==> src/rtl/core/xdsu_pkg.sv <==
// Package for the XOR decoder signature unpacker.
// Holds the decoder stub pattern, its layout offsets and the result beat type.
// No dependencies.
package xdsu_pkg;

    localparam int STUB_LEN = 28;
    localparam int WIN_LEN  = 27;
    localparam int OFS_A    = 3;
    localparam int OFS_B    = 9;
    localparam int OFS_KEY  = 18;

    // Stub bytes; wildcard positions hold zero and are masked off
    localparam logic [7:0] STUB_VAL [STUB_LEN] = '{
        8'hEB, 8'h15, 8'hB9, 8'h00, 8'h00, 8'h00, 8'h00, 8'h81, 8'hF1, 8'h00,
        8'h00, 8'h00, 8'h00, 8'h5E, 8'h80, 8'h74, 8'h31, 8'hFF, 8'h00, 8'hE2,
        8'hF9, 8'hEB, 8'h05, 8'hE8, 8'hE6, 8'hFF, 8'hFF, 8'hFF
    };

    localparam logic [7:0] STUB_MASK [STUB_LEN] = '{
        8'hFF, 8'hFF, 8'hFF, 8'h00, 8'h00, 8'h00, 8'h00, 8'hFF, 8'hFF, 8'h00,
        8'h00, 8'h00, 8'h00, 8'hFF, 8'hFF, 8'hFF, 8'hFF, 8'hFF, 8'h00, 8'hFF,
        8'hFF, 8'hFF, 8'hFF, 8'hFF, 8'hFF, 8'hFF, 8'hFF, 8'hFF
    };

    // One result beat plus a flag saying whether the step produced one
    typedef struct packed {
        logic       present;
        logic [7:0] decoded_byte;
        logic       byte_valid;
        logic       message_end;
        logic       match_found;
    } res_t;

endpackage

==> src/rtl/core/xdsu_scan.sv <==
// Stub scanner and payload decoder: byte window, match compare, key and countdown.
// Depends on xdsu_pkg for the stub pattern and the result beat type.
module xdsu_scan
    import xdsu_pkg::*;
(
    input  logic       clk,
    input  logic       rst_n,
    input  logic       step,
    input  logic [7:0] byte_in,
    input  logic       last_in,
    output res_t       res
);

    logic [7:0]  window_reg [WIN_LEN];
    logic [4:0]  fill_reg;
    logic [4:0]  fill_next;
    logic        matched_reg;
    logic        matched_next;
    logic [7:0]  key_reg;
    logic [7:0]  key_next;
    logic [31:0] remaining_reg;
    logic [31:0] remaining_next;

    logic [7:0]  cand [STUB_LEN];
    logic        full;
    logic        hit;
    logic        new_match;
    logic        emit;
    logic [31:0] word_a;
    logic [31:0] word_b;

    // Candidate is the 27 stored bytes plus the incoming one
    always_comb
    begin
        for (int i = 0; i < WIN_LEN; i++)
        begin
            cand[i] = window_reg[i];
        end
        cand[WIN_LEN] = byte_in;
    end

    // Compare every stub position under its mask
    always_comb
    begin
        hit = 1'b1;
        for (int i = 0; i < STUB_LEN; i++)
        begin
            if ((cand[i] & STUB_MASK[i]) != STUB_VAL[i])
            begin
                hit = 1'b0;
            end
        end
    end

    assign word_a = {cand[OFS_A + 3], cand[OFS_A + 2], cand[OFS_A + 1], cand[OFS_A]};
    assign word_b = {cand[OFS_B + 3], cand[OFS_B + 2], cand[OFS_B + 1], cand[OFS_B]};

    assign full      = (fill_reg == 5'(WIN_LEN));
    assign new_match = !matched_reg && full && hit;
    assign emit      = matched_reg && (remaining_reg != 32'd0);

    // Build the result beat for this step
    always_comb
    begin
        res.present      = step && (emit || last_in);
        res.decoded_byte = emit ? (byte_in ^ key_reg) : 8'd0;
        res.byte_valid   = emit;
        res.message_end  = last_in;
        res.match_found  = matched_reg || new_match;
    end

    // Next control state; clear everything on the final byte
    always_comb
    begin
        fill_next      = fill_reg;
        matched_next   = matched_reg;
        key_next       = key_reg;
        remaining_next = remaining_reg;
        if (step)
        begin
            if (last_in)
            begin
                fill_next      = 5'd0;
                matched_next   = 1'b0;
                key_next       = 8'd0;
                remaining_next = 32'd0;
            end
            else
            begin
                if (!full)
                begin
                    fill_next = fill_reg + 5'd1;
                end
                if (new_match)
                begin
                    matched_next   = 1'b1;
                    key_next       = cand[OFS_KEY];
                    remaining_next = word_a ^ word_b;
                end
                else if (emit)
                begin
                    remaining_next = remaining_reg - 32'd1;
                end
            end
        end
    end

    always_ff @(posedge clk or negedge rst_n)
    begin
        if (!rst_n)
        begin
            fill_reg      <= 5'd0;
            matched_reg   <= 1'b0;
            key_reg       <= 8'd0;
            remaining_reg <= 32'd0;
        end
        else
        begin
            fill_reg      <= fill_next;
            matched_reg   <= matched_next;
            key_reg       <= key_next;
            remaining_reg <= remaining_next;
        end
    end

    // Shift the window; the fill count gates the compare so contents need no reset
    always_ff @(posedge clk)
    begin
        if (step)
        begin
            for (int i = 0; i < WIN_LEN - 1; i++)
            begin
                window_reg[i] <= window_reg[i + 1];
            end
            window_reg[WIN_LEN - 1] <= byte_in;
        end
    end

endmodule

==> src/rtl/core/xor_decoder_signature_unpacker_top.sv <==
// Top level of the XOR decoder signature unpacker: input register, scanner, result register.
// Depends on xdsu_pkg and xdsu_scan.
//
//  channel | valid     | stall     | payload
//  --------+-----------+-----------+--------------------------------------------------
//  input   | in_valid  | in_stall  | in_byte, in_last
//  output  | out_valid | out_stall | decoded_byte, byte_valid, message_end, match_found
//
// One byte per cycle sustained while the output is not stalled; each byte passes the input
// register and then its result, if any, passes the result register.
// The scanner's stub compare and countdown are worked combinationally between the two.
// Reset clears the fill count, match flag, key, countdown and both valid flags.
// A stall on the output while out_valid is high holds the result register and, with the
// input register full, raises in_stall in the same cycle.
module xor_decoder_signature_unpacker_top
    import xdsu_pkg::*;
(
    input  logic       clk,
    input  logic       rst_n,
    input  logic       in_valid,
    output logic       in_stall,
    input  logic [7:0] in_byte,
    input  logic       in_last,
    output logic       out_valid,
    input  logic       out_stall,
    output logic [7:0] decoded_byte,
    output logic       byte_valid,
    output logic       message_end,
    output logic       match_found
);

    logic       in_full_reg;
    logic [7:0] in_byte_reg;
    logic       in_last_reg;
    logic       res_valid_reg;
    logic [7:0] res_byte_reg;
    logic       res_bvalid_reg;
    logic       res_end_reg;
    logic       res_match_reg;

    logic       advance;
    logic       step;
    logic       in_take;
    res_t       res;

    assign advance  = !res_valid_reg || !out_stall;
    assign step     = in_full_reg && advance;
    assign in_stall = in_full_reg && !advance;
    assign in_take  = in_valid && !in_stall;

    // Hold the input beat until the scanner consumes it
    always_ff @(posedge clk or negedge rst_n)
    begin
        if (!rst_n)
        begin
            in_full_reg <= 1'b0;
        end
        else if (in_take)
        begin
            in_full_reg <= 1'b1;
        end
        else if (step)
        begin
            in_full_reg <= 1'b0;
        end
    end

    always_ff @(posedge clk)
    begin
        if (in_take)
        begin
            in_byte_reg <= in_byte;
            in_last_reg <= in_last;
        end
    end

    xdsu_scan u_scan (
        .clk     (clk),
        .rst_n   (rst_n),
        .step    (step),
        .byte_in (in_byte_reg),
        .last_in (in_last_reg),
        .res     (res)
    );

    // Advance the result register when empty or taken
    always_ff @(posedge clk or negedge rst_n)
    begin
        if (!rst_n)
        begin
            res_valid_reg <= 1'b0;
        end
        else if (advance)
        begin
            res_valid_reg <= res.present;
        end
    end

    always_ff @(posedge clk)
    begin
        if (advance && res.present)
        begin
            res_byte_reg   <= res.decoded_byte;
            res_bvalid_reg <= res.byte_valid;
            res_end_reg    <= res.message_end;
            res_match_reg  <= res.match_found;
        end
    end

    assign out_valid    = res_valid_reg;
    assign decoded_byte = res_byte_reg;
    assign byte_valid   = res_bvalid_reg;
    assign message_end  = res_end_reg;
    assign match_found  = res_match_reg;

endmodule
==> config.mk <==
export PLATFORM = sky130hd
export DESIGN_NAME = xor_decoder_signature_unpacker_top
export DESIGN_NICKNAME = d
export VERILOG_FILES = /design/src/rtl/core/xdsu_pkg.sv /design/src/rtl/core/xdsu_scan.sv /design/src/rtl/core/xor_decoder_signature_unpacker_top.sv
export SDC_FILE = /design/constraint.sdc
export NUM_CORES = 1
export LEC_CHECK = 0
export ABC_CLOCK_PERIOD_IN_PS = 12600
export BUFFER_PORTS_ARGS = -buffer_cell sky130_fd_sc_hd__buf_4
export CORE_MARGIN = 2
export CORE_UTILIZATION = 50
export CTS_CLUSTER_SIZE = 8
export DETAILED_ROUTE_END_ITERATION = 10
export GPL_TIMING_DRIVEN = 1
export PLACE_DENSITY_LB_ADDON = 0.08
export SLEW_MARGIN = 20
export SYNTH_ARGS = -nofsm -noshare
export SYNTH_HDL_FRONTEND = slang
export SYNTH_SLANG_ARGS = --single-unit
export TNS_END_PERCENT = 30
==> constraint.sdc <==
create_clock -name clk -period 12.6 [get_ports clk]
set_clock_uncertainty 0.2 [all_clocks]
set_input_delay 1.89 -clock clk [delete_from_list [all_inputs] [get_ports clk]]
set_output_delay 1.89 -clock clk [all_outputs]
set_load 0.05 [all_outputs]
==> summary.md, run 1 <==
| Metric | Value |
|---|---|
| Status | `finished clean` |
| Peak VDD IR | `0.127 mV` |
| Yosys top cell by area | `edfxtp_1` |
| Core Util, Final | `58.9%` |
| DIE AREA | `23,800 µm²` |
| Setup TNS | `0 ps` |
| Avg Cell Area, Syn | `15.4 µm²` |
| Switching Share | `26.1%` |
| CP startpoint | `out_stall` |
| Antenna cell count | `0` |
| Max-slew headroom | `28.0%` |
| CTS tree | `built` |
| Slew Viols, Final | `0` |
| Worst hold path type | `flop to flop` |
| Die width | `154 µm` |
| Hold-fix buffers, CTS | `0` |
| Final Hold Fails | `0` |
| Global Route Usage Sum | `22.6%` |
| Commonest non-fill, non-tap cell in the layout | `edfxtp_1` |
| Synthesized area | `11,300 µm²` |
| Period utilization | `35.3%` |
| Initial Util | `51.4%` |
| Delay-heaviest family, CP | `buffers and inverters` |
| Total net switching power | `0.654 mW` |
| Gr ovfl total | `0` |
| Endpoint type of the worst setup path | `output port` |
| WL final | `26,400 µm` |
| CP peak stage delay | `180 ps` |
| # setup viols final | `0` |
| CTS clock-pin slew for the worst setup and hold paths | `50 ps` |
| Unique masters post-synth | `66` |
| Worst path slowest cell | `buf_4` |
| Bufs on Longest Clock Path | `3` |
| Seq cells post-synth | `284` |
| Cell Area, Placed | `11,800 µm²` |
| Max reg flops | `216` |
| Die H | `154 µm` |
| Sequential area share after synthesis | `73.5%` |
| Initial antenna violation count | `0` |
| H-tree levels | `2` |
| Antenna viol nets, final | `0` |
| Starting DRT DRC Count | `704` |
| Buffers plus inverters on the worst setup path | `3` |
| First-pass GRT wire length | `40,500 µm` |
| Max-cap violations | `0` |
| Final RePlAce weighted congestion | `0.864` |
| Postcts setup bufs | `0` |
| Crit path time final | `4440 ps` |
| Actual slew at the worst max-slew pin | `1080 ps` |
| Clock Power Share | `40.1%` |
| Site Rows | `54` |
| Number of stages on the worst setup path | `4` |
| Cells taking the most area after synthesis | `edfxtp_1 63%, dfrtp_1 11%, xor2_1 2.5%, nand4b_1 1.6%, nand4_1 1.6%` |
| Crit path top cell by count | `buf_4` |
| Post-Syn Instances | `733` |
| TritonRoute pass-1 iters | `5` |
| Vias in the first global route | `6,818` |
| Detailed Place HPWL | `17,400 µm` |
| Required time of the critical path | `10,510 ps` |
| Seq pwr share | `49.6%` |
| Pwr dens | `194 nW/µm²` |
| Max Fclk | `0.225 GHz` |
| Core Area | `22,000 µm²` |
| Worst setup SP type | `primary input` |
| Synthesis-to-finish area growth | `14.7%` |
| CP max FO | `3` |
| Crit path DAT | `2350 ps` |
| WS Path Type | `primary input to output port` |
| IO buf count | `25` |
| RR Startpoint | `u_scan.remaining_reg[25]$_DFFE_PN0P_` |
| # DRC | `0` |
| Clock root cell | `clkbuf_16` |
| RSZ-0062 raised after global routing | `false` |
| DP Worst Slack | `7780 ps` |
| Ordered list of cells on the worst path | `buf_4 -> nand3_1 -> inv_1 -> buf_4` |
| P_leak | `4.53 nW` |
| Pint | `1.85 mW` |
| CTS resizes | `0` |
| Share of layout cells above drive strength 1 | `11.7%` |
| Post-route cell area | `12,900 µm²` |
| YS warnings | `0` |
| Largest net degree at the start of global routing | `151` |
| Routed length per instance | `24.3 µm` |
| Most frequent cells in the layout | `236 x edfxtp_1, 48 x dfrtp_1, 42 x clkbuf_16, 32 x xor2_1, 32 x buf_4` |
| CTS buffer count | `41` |
| Synth Net Count | `748` |
| Combinational Power Share | `10.2%` |
| IO Pins | `26` |
| Synth top area share | `62.8%` |
| CTS Sinks | `284` |
| Vias/cell | `6.29` |
| R2R cell count | `6` |
| HP Start | `u_scan.window_reg[0][118]$_DFFE_PP_` |
| Async SR Flop Fraction | `16.9%` |
| Post-synth top flop | `edfxtp_1` |
| Worst-Skew Late Latency | `530 ps` |
| Via count | `6,830` |
| Hold Crit Depth | `0` |
| Setup slack after layout | `8160 ps` |
| Tot Pwr | `2.51 mW` |
| Number of nets in the layout | `797` |
| EDFF count, synth | `236` |
[kinds of logic (layout without fill, tap and decap cells)]
logic type,after synthesis,count (layout),share of synthesized area (%)
flip-flops,284,284,73.5
AND/OR/NAND/NOR,244,244,13.8
AO/OA/AOI/OAI,121,121,7.61
XOR/XNOR,43,43,3.34
buffers and inverters,38,111,1.41
adder cells (fa/ha/maj),2,2,0.222
multiplexers,1,1,0.0888
[synth_stat cells (all sizes together), types with 4 or more instances]
library cell,count
inv,12
nor3,17
clkbuf,18
o2bb2ai,8
o22ai,8
xor2,32
o21ai,29
and3,5
or3,9
or2,4
dfrtp,48
nor4b,4
a2bb2oi,11
o31a,5
o31ai,4
nor4,19
nand2,31
a22oi,8
a21oi,15
nand4b,21
nand4,29
edfxtp,236
nor2,31
nor4bb,6
or4b,9
nand3,30
xnor2,11
or4bb,11
or4,8
buf,8
[metrics by stage]
| step | hold slack [ps] | std cells |
|---|---|---|
| floorplan | 217 | 733 |
| global placement | 223 | 1019 |
| detailed placement | 229 | 1019 |
| CTS | 241 | 1086 |
| global route | 252 | 1086 |
| finish | 237 | 1086 |
[power groups by stage]
stage	combinational (mW)	clock [mW]	sequential (mW)
after global routing	0.280	1.06	1.26
final	0.256	1.01	1.25
after floorplan	0.180	0	1.24
after CTS	0.255	1.02	1.25
after detailed placement	0.254	0	1.26
after global placement	0.250	0	1.26
[layer usage]
layer	GRT usage, %	routed length [µm]
met3	4.03	1670
met2	36.1	12700
met1	31.1	11100
met4	8.99	902
met5	0	0
[final timing paths]
kind / end / slack (ps)
max reg2reg: u_scan.remaining_reg[24]$_DFFE_PN0P_ / 8860
min in group asynchronous: u_scan.remaining_reg[18]$_DFFE_PN0P_ / 1190
max: in_stall / 8160
max in group asynchronous: u_scan.key_reg[1]$_DFFE_PN0P_ / 10560
min reg2reg: u_scan.window_reg[0][110]$_DFFE_PP_ / 240
min: u_scan.window_reg[0][110]$_DFFE_PP_ / 240
[worst register-to-register path, cell delays in order (launching register included)]
cell and delay, ps:
dfrtp_1 410, nor4_1 840, nand3_1 390, o311ai_2 970
nor2_1 160, a32o_1 330, a221o_1 320
[area by class of cell]
class	instances	area, µm²
Fill cell	1677	9020
Clock buffer	64	1130
Tap cell	280	350
Multi-Input combinational cell	411	2830
Sequential cell	284	8290
Clock inverter	3	43.8
Timing Repair Buffer	32	240
Inverter	12	52.6
Note: power is estimated with default switching activity, not from simulation.
==> run 2: changes to the inputs <==
--- a/config.mk
+++ b/config.mk
@@ -5,7 +5,7 @@
 export SDC_FILE = /design/constraint.sdc
 export NUM_CORES = 1
 export LEC_CHECK = 0
-export ABC_CLOCK_PERIOD_IN_PS = 12600
+export ABC_CLOCK_PERIOD_IN_PS = 4200
 export BUFFER_PORTS_ARGS = -buffer_cell sky130_fd_sc_hd__buf_4
 export CORE_MARGIN = 2
 export CORE_UTILIZATION = 50
==> constraint.sdc (replaced) <==
create_clock -name clk -period 4.2 [get_ports clk]
set_clock_uncertainty 0.2 [all_clocks]
set_input_delay 0.63 -clock clk [delete_from_list [all_inputs] [get_ports clk]]
set_output_delay 0.63 -clock clk [all_outputs]
set_load 0.05 [all_outputs]
==> summary.md, run 2 (synthesis gave the netlist of run 1 again) <==
| Metric | Value |
|---|---|
| Worst hold path type | `primary input to flop` |
| Max Fclk | `0.286 GHz` |
| Endpoint type of the worst setup path | `flop` |
| Metal3 WL | `2110 µm` |
| Die width | `154 µm` |
| Cell Area, Placed | `11,800 µm²` |
| Final Hold Fails | `0` |
| Reg2reg setup slack | `700 ps` |
| RSZ-0062 raised after global routing | `false` |
| TritonRoute pass-1 iters | `6` |
| DIE AREA | `23,800 µm²` |
| Max-cap violations | `0` |
| Ordered list of cells on the worst path | `inv_1 -> ha_1 -> nor2b_1 -> and3_1 -> nand4_1 -> nand2_1 -> inv_1 -> nor2_1 -> nor2_1` |
| Core Area | `22,000 µm²` |
| Vias in the first global route | `6,711` |
| Starting DRT DRC Count | `660` |
| Combinational Power Share | `10.6%` |
| IO Pins | `26` |
| Pint | `5.59 mW` |
| Hold-fix buffers, CTS | `1` |
| Via count | `6,829` |
| Bufs on Longest Clock Path | `3` |
| Worst path slowest cell | `nand2_1` |
| # setup viols final | `0` |
| Fin cells | `1,084` |
| Antenna viol nets, final | `0` |
| Clock Power Share | `39.8%` |
| Slew Viols, Final | `0` |
| CTS Sinks | `284` |
| Top layer in use | `met4` |
| CTS clock-pin slew for the worst setup and hold paths | `50 ps` |
| Share of layout cells above drive strength 1 | `12.6%` |
| Status | `finished clean` |
| H-tree levels | `2` |
| Number of nets in the layout | `805` |
| CTS buffer count | `41` |
| Period utilization | `83.2%` |
| M1 wire length | `11,300 µm` |
| Initial Util | `51.4%` |
| Crit path time final | `3500 ps` |
| Crit path DAT | `3510 ps` |
| R2R cell count | `9` |
| Global Route Usage Sum | `23.0%` |
| Routed length per instance | `24.9 µm` |
| WS Path Type | `flop to flop` |
| Setup TNS | `0 ps` |
| Worst-Skew Late Latency | `530 ps` |
| Worst setup SP type | `flop` |
| Die H | `154 µm` |
| Final RePlAce weighted congestion | `0.898` |
| Pwr dens | `578 nW/µm²` |
| WL final | `27,000 µm` |
| Initial antenna violation count | `0` |
| CTS tree | `built` |
| Gr ovfl total | `0` |
| P_leak | `4.56 nW` |
| Vias/cell | `6.30` |
| Cells after DPL | `1,026` |
| Actual slew at the worst max-slew pin | `973 ps` |
| Required time of the critical path | `4220 ps` |
| Commonest non-fill, non-tap cell in the layout | `edfxtp_1` |
| Switching Share | `25.6%` |
| CP max FO | `13` |
| Clock root cell | `clkbuf_16` |
| Detailed Place HPWL | `18,300 µm` |
| Post-route cell area | `13,000 µm²` |
| CTS resizes | `0` |
| Seq pwr share | `49.7%` |
| Max reg flops | `216` |
| Total net switching power | `1.93 mW` |
| First-pass GRT wire length | `40,700 µm` |
| Hold Crit Depth | `1` |
| Site Rows | `54` |
| # DRC | `0` |
| Peak VDD IR | `0.378 mV` |
| IO buf count | `25` |
| Max-slew headroom | `35.1%` |
| Largest net degree at the start of global routing | `71` |
| Most frequent cells in the layout | `236 x edfxtp_1, 48 x dfrtp_1, 42 x clkbuf_16, 39 x buf_4, 32 x xor2_1` |
| Met2 wire length | `12,800 µm` |
| CP peak stage delay | `500 ps` |
| Antenna cell count | `0` |
| Postcts setup bufs | `0` |
| Synthesis-to-finish area growth | `15.2%` |
-- run 2: changes by cell type in the layout (fill, tap and decap cells not counted), sizes merged --
cell,before,now
dlygate4sd3,0,1
bufinv,0,1
clkinv,2,1
clkbuf,64,54
buf,32,39
-- run 2: path summary, 6_finish.rpt --
kind	startpoint	endpoint
min in group asynchronous	rst_n	u_scan.matched_reg$_DFFE_PN0P_
hold reg to reg	u_scan.window_reg[1][67]$_DFFE_PP_	u_scan.window_reg[1][59]$_DFFE_PP_
max in group asynchronous	rst_n	u_scan.key_reg[5]$_DFFE_PN0P_
setup / recovery	u_scan.remaining_reg[0]$_DFFE_PN0P_	decoded_byte[2]$_SDFFCE_PN0P_
hold / removal	in_byte[2]	in_byte_reg[2]$_DFFE_PP_
setup reg to reg	u_scan.remaining_reg[0]$_DFFE_PN0P_	decoded_byte[2]$_SDFFCE_PN0P_
-- run 2: power by group through the flow --
| stage | logic, mW | registers, mW | clock network (mW) |
|---|---|---|---|
| after global routing | 0.863 | 3.77 | 3.17 |
| after floorplan | 0.539 | 3.69 | 0 |
| after detailed placement | 0.789 | 3.77 | 0 |
| after CTS | 0.793 | 3.73 | 3.04 |
| after global placement | 0.777 | 3.76 | 0 |
| final | 0.793 | 3.73 | 2.99 |
-- run 2: cell type report --
cell class	instances	area, µm²
fillers	1669	8970
flip-flops and latches	284	8290
multi-input cells	411	2830
clock buffers	54	1100
well taps	280	350
repair buffers	40	303
clock inverters	3	68.8
inverters	12	52.6
-- run 2: routing by layer --
layer	global-route usage, %	vias to the layer above
met1	32.6	3425
met5	0	-
met4	7.74	0
met2	36.0	305
li1	-	3057
met3	4.90	42
-- run 2: worst max-delay path, delay by kind of cell (launching register included) --
family / cells / cell delay, ps
adders and majority gates: 1 / 150
DFF: 1 / 390
buffers and inverters: 2 / 310
and+or+nand+nor: 6 / 2110
-- run 2: per-stage QoR --
step / util (%) / power [mW] / hold WS, ps / setup WS [ps]
after floorplan: - / 4.23 / 134 / 538
after CTS: 59.2 / 7.56 / 57.0 / 728
after global placement: 53.8 / 4.54 / 226 / 763
final: 59.2 / 7.51 / 69.3 / 705
after detailed placement: 53.8 / 4.56 / 233 / 752
after global routing: 59.2 / 7.80 / 52.3 / 343
==> run 3: changes to the inputs <==
--- a/config.mk
+++ b/config.mk
@@ -5,7 +5,7 @@
 export SDC_FILE = /design/constraint.sdc
 export NUM_CORES = 1
 export LEC_CHECK = 0
-export ABC_CLOCK_PERIOD_IN_PS = 4200
+export ABC_CLOCK_PERIOD_IN_PS = 2900
 export BUFFER_PORTS_ARGS = -buffer_cell sky130_fd_sc_hd__buf_4
 export CORE_MARGIN = 2
 export CORE_UTILIZATION = 50
==> constraint.sdc (replaced) <==
create_clock -name clk -period 2.9 [get_ports clk]
set_clock_uncertainty 0.2 [all_clocks]
set_input_delay 0.435 -clock clk [delete_from_list [all_inputs] [get_ports clk]]
set_output_delay 0.435 -clock clk [all_outputs]
set_load 0.05 [all_outputs]
==> summary.md, run 3 (synthesis gave the netlist of run 1 again) <==
| Metric | Value |
|---|---|
| Status | `finished with violations` |
| Failing checks | `negative setup slack` |
| Cell Area, Placed | `12,300 µm²` |
| Crit Reg-Reg Endpoint | `u_scan.remaining_reg[3]$_DFFE_PN0P_` |
| CP max FO | `8` |
| Switching Share | `25.7%` |
| Peak VDD IR | `0.521 mV` |
| Antenna viol nets, final | `0` |
| Die H | `154 µm` |
| IO buf count | `25` |
| Initial antenna violation count | `0` |
| Setup crit end | `u_scan.remaining_reg[3]$_DFFE_PN0P_` |
| WS Path Type | `flop to flop` |
| Pwr dens | `809 nW/µm²` |
| Fill count | `1,648` |
| Max-cap violations | `0` |
| Largest net degree at the start of global routing | `95` |
| RSZ-0062 raised after global routing | `true` |
| HP Start | `u_scan.window_reg[0][118]$_DFFE_PP_` |
| Die width | `154 µm` |
| # setup viols final | `31` |
| DP Worst Slack | `-222 ps` |
| IO Pins | `26` |
| CTS clock-pin slew for the worst setup and hold paths | `50 ps` |
| Share of layout cells above drive strength 1 | `20.0%` |
| Detailed Place HPWL | `19,600 µm` |
| Multi-input gate area | `2920 µm²` |
| Global Route Usage Sum | `24.2%` |
| H-tree levels | `2` |
| Final RePlAce weighted congestion | `0.876` |
| RR Startpoint | `u_scan.window_reg[0][66]$_DFFE_PP_` |
| Synthesis-to-finish area growth | `21.5%` |
| Routed length per instance | `24.6 µm` |
| Actual slew at the worst max-slew pin | `772 ps` |
| Max reg flops | `216` |
| CP startpoint | `u_scan.window_reg[0][66]$_DFFE_PP_` |
| Max-slew headroom | `48.5%` |
| # DRC | `0` |
| Combinational Power Share | `12.1%` |
| R2R cell count | `7` |
| Total net switching power | `2.84 mW` |
| Vias in the first global route | `7,244` |
| Pint | `8.24 mW` |
| Reg area | `8290 µm²` |
| Crit path DAT | `3180 ps` |
| Required time of the critical path | `3100 ps` |
| Clock root cell | `clkbuf_16` |
| Final Hold Fails | `0` |
| Most frequent cells in the layout | `236 x edfxtp_1, 92 x buf_4, 48 x dfrtp_1, 43 x clkbuf_16, 32 x xor2_1` |
| Via count | `7,086` |
| P_leak | `4.93 nW` |
| Starting DRT DRC Count | `586` |
| Worst hold path type | `flop to flop` |
| CTS Sinks | `284` |
| WL final | `28,300 µm` |
| Commonest non-fill, non-tap cell in the layout | `edfxtp_1` |
| Setup slack after layout | `-84.1 ps` |
| Reg2reg setup slack | `-80 ps` |
| Tot Pwr | `11.1 mW` |
| Antenna cell count | `0` |
| Period utilization | `103%` |
| DIE AREA | `23,800 µm²` |
| Endpoint type of the worst setup path | `flop` |
| Clock Power Share | `39.4%` |
| Max Fclk | `0.335 GHz` |
| Number of nets in the layout | `875` |
| Initial Util | `51.4%` |
| Worst setup SP type | `flop` |
| Gr ovfl total | `0` |
| CTS tree | `built` |
| Post-route cell area | `13,700 µm²` |
| Worst-Skew Late Latency | `530 ps` |
| TritonRoute pass-1 iters | `5` |
| Hold Crit Depth | `0` |
| CTS buffer count | `41` |
| Bufs on Longest Clock Path | `3` |
| Vias/cell | `6.16` |
| Site Rows | `54` |
| Seq pwr share | `48.6%` |
| Crit path time final | `2980 ps` |
| Core Area | `22,000 µm²` |
| First-pass GRT wire length | `43,200 µm` |
| Slew Viols, Final | `0` |
-- run 3: changes by cell type in the layout (fill, tap and decap cells not counted), sizes merged --
| cell | previous run | this run |
|---|---|---|
| buf | 39 | 98 |
| dlygate4sd3 | 1 | 12 |
| clkbuf | 54 | 52 |
| inv | 13 | 12 |
-- run 3: power groups by stage --
| stage | logic [mW] | registers (mW) | clock network, mW |
|---|---|---|---|
| floorplan | 0.787 | 5.32 | 0 |
| global placement | 1.28 | 5.42 | 0 |
| detailed placement | 1.29 | 5.44 | 0 |
| CTS | 1.32 | 5.38 | 4.46 |
| global route | 1.45 | 5.44 | 4.62 |
| finish | 1.34 | 5.38 | 4.37 |
-- run 3: worst min-delay path by stage --
stage	end	slack (ps)
floorplan	in_full_reg$_DFFE_PN0P_	-60
global placement	u_scan.window_reg[1][63]$_DFFE_PP_	220
detailed placement	u_scan.window_reg[1][63]$_DFFE_PP_	230
CTS	u_scan.window_reg[0][4]$_DFFE_PP_	250
global route	u_scan.window_reg[0][110]$_DFFE_PP_	250
finish	u_scan.window_reg[0][110]$_DFFE_PP_	250
-- run 3: through the flow --
stage                     utilization, %  std cells  TNS [ps]  hold WS (ps)
after floorplan                        -        733         0         -60.6
after global placement              56.0       1083     -4890           220
after detailed placement            56.0       1083     -5740           227
after CTS                           62.1       1150      -787           248
after global routing                62.4       1151     -4480           251
final                               62.4       1151     -1310           245
-- run 3: what timing repair did --
| action | 4_1_cts | 5_1_grt |
|---|---|---|
| buffers inserted | 1 | 1 |
| resized for setup | 20 | 9 |
| hold buffers | 12 | 0 |
| endpoints found under the setup margin | 41 | 41 |
| endpoints found under the hold margin | 59 | 0 |
| pin swaps | 7 | 8 |
-- run 3: per-layer routing --
metal	vias up	GRT usage [%]	wire length, µm
li1	3189	-	-
met1	3622	32.4	11900
met2	217	39.9	13900
met3	58	3.64	1310
met4	0	10.2	1150
met5	-	0	0
-- run 3: final cells by class --
type | instances | area share, %
Sequential cell | 284 | 60.5
Tap cell | 280 | 2.56
Inverter | 12 | 0.384
Clock buffer | 52 | 8.10
Timing Repair Buffer | 110 | 6.69
Clock inverter | 2 | 0.438
Multi-Input combinational cell | 411 | 21.3
-- run 3: critical path: stages, from the launching register on --
cell and delay [ps]:
edfxtp_1 460, or4bb_1 550, nor4_4 260, nand4_1 250
o41a_1 490, buf_6 160, and3_4 160, a311o_1 320
